### src/rtl/fbc_pkg.sv
// ----------------------------------------------------------------------------
// fbc_pkg
// Shared types, field layout and codes of the frustum box cull block.
// ----------------------------------------------------------------------------
package fbc_pkg;

    localparam int NUM_PLANES_DEF = 6;

    localparam int IDX_W    = 3;
    localparam int NORM_W   = 18;
    localparam int COORD_W  = 32;
    localparam int PROD_W   = NORM_W + COORD_W;     // one normal times one coordinate
    localparam int FRAC_W   = 16;
    localparam int DSH_W    = COORD_W + FRAC_W;     // offset scaled to the product format
    localparam int PSUM_W   = PROD_W + 1;
    localparam int DIST_W   = PROD_W + 2;

    localparam int S_DATA_W = 288;
    localparam int M_DATA_W = 8;

    // s_axis_tdata layout
    localparam int IDX_LSB  = 0;
    localparam int A_LSB    = IDX_LSB + IDX_W;
    localparam int B_LSB    = A_LSB + NORM_W;
    localparam int C_LSB    = B_LSB + NORM_W;
    localparam int D_LSB    = C_LSB + NORM_W;
    localparam int MINX_LSB = D_LSB + COORD_W;
    localparam int MINY_LSB = MINX_LSB + COORD_W;
    localparam int MINZ_LSB = MINY_LSB + COORD_W;
    localparam int MAXX_LSB = MINZ_LSB + COORD_W;
    localparam int MAXY_LSB = MAXX_LSB + COORD_W;
    localparam int MAXZ_LSB = MAXY_LSB + COORD_W;

    typedef enum logic {
        CMD_LOAD = 1'b0,
        CMD_TEST = 1'b1
    } t_cmd;

    typedef struct packed {
        logic signed [NORM_W-1:0]  a;
        logic signed [NORM_W-1:0]  b;
        logic signed [NORM_W-1:0]  c;
        logic signed [COORD_W-1:0] d;
    } t_plane;

    typedef struct packed {
        logic signed [COORD_W-1:0] lo_x;
        logic signed [COORD_W-1:0] lo_y;
        logic signed [COORD_W-1:0] lo_z;
        logic signed [COORD_W-1:0] hi_x;
        logic signed [COORD_W-1:0] hi_y;
        logic signed [COORD_W-1:0] hi_z;
    } t_box;

    typedef struct packed {
        logic             we;
        logic [IDX_W-1:0] idx;
    } t_load;

endpackage

### src/rtl/fbc_plane_store.sv
// ----------------------------------------------------------------------------
// fbc_plane_store
// Plane registers, one row per plane, written by load transactions.
// ----------------------------------------------------------------------------
module fbc_plane_store #(
    parameter int NUM_PLANES = fbc_pkg::NUM_PLANES_DEF
) (
    input  logic            i_clk,
    input  fbc_pkg::t_load  i_load,
    input  fbc_pkg::t_plane i_plane,
    output fbc_pkg::t_plane o_planes [NUM_PLANES]
);

    fbc_pkg::t_plane r_planes [NUM_PLANES];

    // an index beyond the last plane matches no row and is dropped
    for (genvar g = 0; g < NUM_PLANES; g++) begin : g_row
        always_ff @(posedge i_clk) begin
            if (i_load.we && (i_load.idx == fbc_pkg::IDX_W'(g))) begin
                r_planes[g] <= i_plane;
            end
        end
        assign o_planes[g] = r_planes[g];
    end

endmodule

### config.mk
export PLATFORM = sky130hd
export DESIGN_NAME = fbc_plane_store
export DESIGN_NICKNAME = d
export VERILOG_FILES = /design/src/rtl/fbc_pkg.sv /design/src/rtl/fbc_plane_store.sv
export SDC_FILE = /design/constraint.sdc
export NUM_CORES = 1
export LEC_CHECK = 0
export ABC_AREA = 1
export BUFFER_PORTS_ARGS = -buffer_cell sky130_fd_sc_hd__clkbuf_2
export CAP_MARGIN = 0
export CELL_PAD_IN_SITES_DETAIL_PLACEMENT = 0
export CELL_PAD_IN_SITES_GLOBAL_PLACEMENT = 1
export CORE_AREA = 2 2 239 241
export DETAILED_ROUTE_END_ITERATION = 16
export DIE_AREA = 0 0 241 243
export PLACE_DENSITY_LB_ADDON = 0.2
export SLEW_MARGIN = 0
export SYNTH_ARGS = -nofsm -noshare
export SYNTH_HDL_FRONTEND = slang
export SYNTH_SLANG_ARGS = --single-unit
### constraint.sdc
create_clock -name i_clk -period 6.84 [get_ports i_clk]
set_clock_uncertainty 0.2 [all_clocks]
set_input_delay 1.71 -clock i_clk [delete_from_list [all_inputs] [get_ports i_clk]]
set_output_delay 1.71 -clock i_clk [all_outputs]
set_load 0.03 [all_outputs]
## Word-level counts from Yosys, hierarchy flattened

Memory sizes are Yosys's and may differ from the RTL's.
Cells that the tools add are included.

- Bits in registers: 0
- Memory bits (writable): 516
- Input bits: 91
- Word-level logic and storage cells: 45
- Memories: 1

- Eq/ne operators: 5
- Mux-type cells: 27
- Reductions and logical operators: 12

Memory list:

| name | words | bits a word | read ports | clocked after Yosys merged registers in | wr ports | RTL line | source |
|---|---|---|---|---|---|---|---|
| r_planes | 6 | 86 | 6 | 0 | 1 | fbc_plane_store.sv:14 | `fbc_pkg::t_plane r_planes [NUM_PLANES];` |

Operators with widths:

| cell | number |
|---|---|
| 86-bit 2-to-1 mux | 5 |
| 86-bit OR reduction | 5 |
| 1-bit 2-to-1 mux | 17 |
| 3-bit 2-to-1 mux | 5 |
| 3-bit by 2-bit == test with 1-bit output, second input constant | 2 |
| 3-bit == test, second input constant | 2 |
| 1-bit logical AND | 6 |
| 3-bit by 1-bit == test with 1-bit output, second input constant | 1 |
| 3-bit logical NOT | 1 |

## Logic depth before layout (Yosys ltp)

- Depth after elaboration: 10
- Depth in mapped cells: 3

## Least setup slack after synthesis

Ideal clock, no wire load.

- Kind: input port to flip-flop
- Start point: input i_load[0] (netlist name)
- End point: memory r_planes[2][0] (netlist name) (enable)
- Library setup time: 533 ps
- Arrival: 5429 ps
- Required time: 6107 ps
- Setup slack: 677 ps
- Stages: 3
- Buffers on the path: 0
- Path through: inv_1 -> nand2_1 -> nor2_1

- Word-level cells in the longest chain between the ends: 10

Ends and longest elaborated chain:

| item | RTL line | source |
|---|---|---|
| from (decl) | fbc_plane_store.sv:9 | `input fbc_pkg::t_load i_load,` |
| 3-bit by 1-bit == test with 1-bit output | fbc_plane_store.sv:19 | `if (i_load.we && (i_load.idx == fbc_pkg::IDX_W'(g))) begin` |
| 1-bit logical AND | fbc_plane_store.sv:19 |  |
| 1-bit 2-to-1 mux | fbc_plane_store.sv:19 |  |
| 1-bit 2-to-1 mux (implied by the code) | fbc_plane_store.sv:20 | `r_planes[g] <= i_plane;` |
| 86-bit OR reduction (no source line) | n/a |  |
| 3-bit 2-to-1 mux (no source line) / 1-bit 2-to-1 mux (equally long branches) (5 in a row) | n/a |  |
| to (decl) | fbc_plane_store.sv:14 |  |

Parallel ways exist; a longest one is shown, timed or not.

## Worst setup path after layout

- Start point: input i_load[0] (netlist name)
- End point: memory r_planes[4][35] (netlist name) (enable)

The elaborated chain is that of the path after synthesis.

==> impl_summary.md <==
Critical path
Walking the worst path, the cells encountered are clkbuf_2, inv_1, nand2_1, nor2_4, buf_4, buf_4. The critical path class is input port to register. The most numerous cell type found on the critical path is sky130_fd_sc_hd__buf_4. For the worst setup path, the data arrival time is 3.47 ns.

The delay of the slowest cell on the worst path is 0.67 ns. The category of the worst setup path capture point is a register. STA classifies the critical path startpoint as an input port. The slowest stage of the critical path belongs to the cell sky130_fd_sc_hd__buf_4.

The critical path contains buffers and inverters numbering 4 combined. The kind of cell with the highest combined delay along the critical path is buffers and inverters. Data on the critical path is required at its endpoint by 6.84 ns. Of all nets on the critical path, the largest fanout is 46.

Run status
The flow ran to the end, and the final reports show no timing, DRC or antenna violations.

Logic synthesis
The most frequently used flop master after synthesis is sky130_fd_sc_hd__edfxtp_1. Ranked by total cell area, the synthesized netlist is headed by sky130_fd_sc_hd__edfxtp_1 100%, sky130_fd_sc_hd__nor2_1 0.14%, sky130_fd_sc_hd__nand2_1 0.097%, sky130_fd_sc_hd__nand2_2 0.080%, sky130_fd_sc_hd__inv_1 0.048%. Synthesis produced a netlist whose cell count is 531. The post-synthesis area per instance is 29.3 um^2. The async set-reset flop share out of synthesis is 0%. The number of flip-flops and latches in the synthesized netlist is 516. Among all cell types in the netlist, the one instantiated most often is sky130_fd_sc_hd__edfxtp_1. Ranked by instance count, the synthesized netlist is headed by 516 x sky130_fd_sc_hd__edfxtp_1, 6 x sky130_fd_sc_hd__nor2_1, 4 x sky130_fd_sc_hd__nand2_1, 2 x sky130_fd_sc_hd__inv_1, 2 x sky130_fd_sc_hd__nand2_2. The number of distinct library cells after synthesis is 6. The net count after synthesis is 622. The synthesized design devotes to its leading area cell type 99.6% of total area. The Yosys step of the flow raised 0 warnings. The number of synthesized flops with an enable pin is 516.

In this run the cell area of the synthesized design comes to 15600 um^2. The library cell with the largest summed area after synthesis is sky130_fd_sc_hd__edfxtp_1. The share of the Yosys chip area taken by registers is 99.6%.

Routing
In the routed layout, each cell is associated on average with a via count of 3.96. The first-pass iteration count of the detailed router is 4. The final routed DRC violation total is 0. The wire length reported by the detailed router is 42700 um. Once detail routing completed, the nets flagged for antenna violations numbered 0. The number of DRC violations after detailed-routing iteration 0 is 325. The routed length per placed instance is 21.3 um.

Across all layers, the routed design uses 7932 vias.

Power and ir drop
The maximum VDD drop is 0.166 mV. The standby leakage power is 8.11 nW. In this run the power density over the cells is 318 nW/um^2.

Overall power consumption after layout is estimated at 6.78 mW.

Clock network
Clock tree synthesis inserted a total of 53 buffers. The post-CTS setup repair buffer count is 0. In this run, post-CTS hold repair placed 0 buffers. The root buffer cell is sky130_fd_sc_hd__clkbuf_16.

The clock-pin slew reported for the worst setup and hold paths after clock tree synthesis is 0.06 ns. TritonCTS built the clock tree. The post-cts sizing count is 0. The maximum clock insertion buffer count is 3. The clock sink count is 516.

The number of levels in the clock H-tree is 2.

Cells and area
The register with the most flip-flops in the layout has 516 of them. The filler cells instantiated in the layout total 5290. The number of antenna diodes in the final layout is 0. The area growth from synthesis to final layout is 37.1%. The most flop-heavy register is r_planes.

Cells with a size suffix above 1 make up 55.7% of the layout. The largest registers in the layout are r_planes x516. For this run, the share of the core covered by cells in the final layout is 38.1%. For this run, the post-layout net count is 1295.

STA
The worst path uses 50.8% of the clock period. On the final layout, the worst hold slack is 1.18 ns. The worst path needs 3.48 ns of the cycle, external delays included. Setup repair after global routing left no endpoint under its margin. Setup total negative slack on the finished layout was measured at 0 ns. Derived from the worst setup path, the maximum achievable clock frequency is 0.288 GHz. The final max-slew violation count is 0. The actual slew at the worst max-slew pin is 0.881 ns. The number of hold violations in the final report came to 0. Setup violations remaining at the end of the flow were counted as 0.

The tightest slew margin relative to the limit is 41.2%.

Global routing
After global routing the overflow that remains totals 0. The total track usage is 13.9%. The via count of the first global-routing pass is 8059.

The global-route wire length before repair is 58400 um. The maximum number of pins on one net before global-route repair is 52. The number of antenna violations at the first check in global routing is 1.

Placement
The number of port buffers is 606. The routability-driven placement congestion ratio is 0.763. Detailed placement finished with a half-perimeter wire length of 29600 um.

Die
Pin placement for this block handled 607 I/O pins. The number of placement rows is 87. Measured along the y axis, the die boundary spans 243 um. The die outline area is 58600 um^2. The area of the core region is 56000 um^2. The starting utilization of the core area is 27.8%. From left edge to right edge, the die measures 241 um.

Hold path
The class of the tightest hold or removal check is input port to register.

Job
Max-cap violations in this run came to 0.
-- worst paths after layout --
| check | cells after the start | from | slack [ns] | end |
|---|---|---|---|---|
| worst max-delay path | 6 | i_load[0] | 3.36 | r_planes[4][35] |
| worst min-delay path | 1 | i_plane[55] | 1.18 | r_planes[2][55] |
-- where the power goes --
part / internal, mW / switching [mW]
Sequential: 3.59 / 0.0255
Combinational: 0.0790 / 0.323
Clock: 1.62 / 1.15
-- cell usage in the layout (no fill, tap or decap) --
cell,Yosys,final
sky130_fd_sc_hd__inv_1,2,2
sky130_fd_sc_hd__clkinv_4,0,1
sky130_fd_sc_hd__clkbuf_1,0,19
sky130_fd_sc_hd__buf_4,0,12
sky130_fd_sc_hd__clkinv_1,0,11
sky130_fd_sc_hd__bufinv_16,0,4
sky130_fd_sc_hd__nor2_4,0,6
sky130_fd_sc_hd__clkbuf_16,0,55
sky130_fd_sc_hd__inv_6,0,1
sky130_fd_sc_hd__clkbuf_2,0,606
sky130_fd_sc_hd__inv_2,1,1
sky130_fd_sc_hd__clkinv_2,0,5
sky130_fd_sc_hd__nand2_1,4,4
sky130_fd_sc_hd__nand2_2,2,2
sky130_fd_sc_hd__clkinvlp_4,0,1
sky130_fd_sc_hd__edfxtp_1,516,516
-- per-layer routing --
layer	up-vias	GRT usage, %	wire length, um
li1	3516	-	-
met1	3985	15.8	15700
met2	371	23.6	21500
met3	58	5.97	4460
met4	2	4.10	926
met5	-	0	13
-- through the flow --
step           area, um^2  cells  setup slack (ns)
3_3_place_gp        19700   1905              2.76
2_1_floorplan       15600    531             0.677
6_report            21300   2002              3.36
5_1_grt             21300   2002              3.27
4_1_cts             21300   2002              3.38
3_5_place_dp        19700   1905              2.71
-- logic make-up after synthesis --
group                  share of synthesized area, %
flip-flops                                     99.6
AND/OR/NAND/NOR                               0.322
buffers and inverters                        0.0724
-- layout make-up --
type	instances	area (um^2)	share of cell area [%]
clock inverter	23	211	0.991
tap	756	946	4.43
clock buffer	74	1450	6.79
sequential	516	15500	72.6
multi-input combinational	12	95.1	0.446
inverter	3	11.3	0.0528
timing repair buffer	618	3120	14.6
Power figures use the tool's default switching activity.
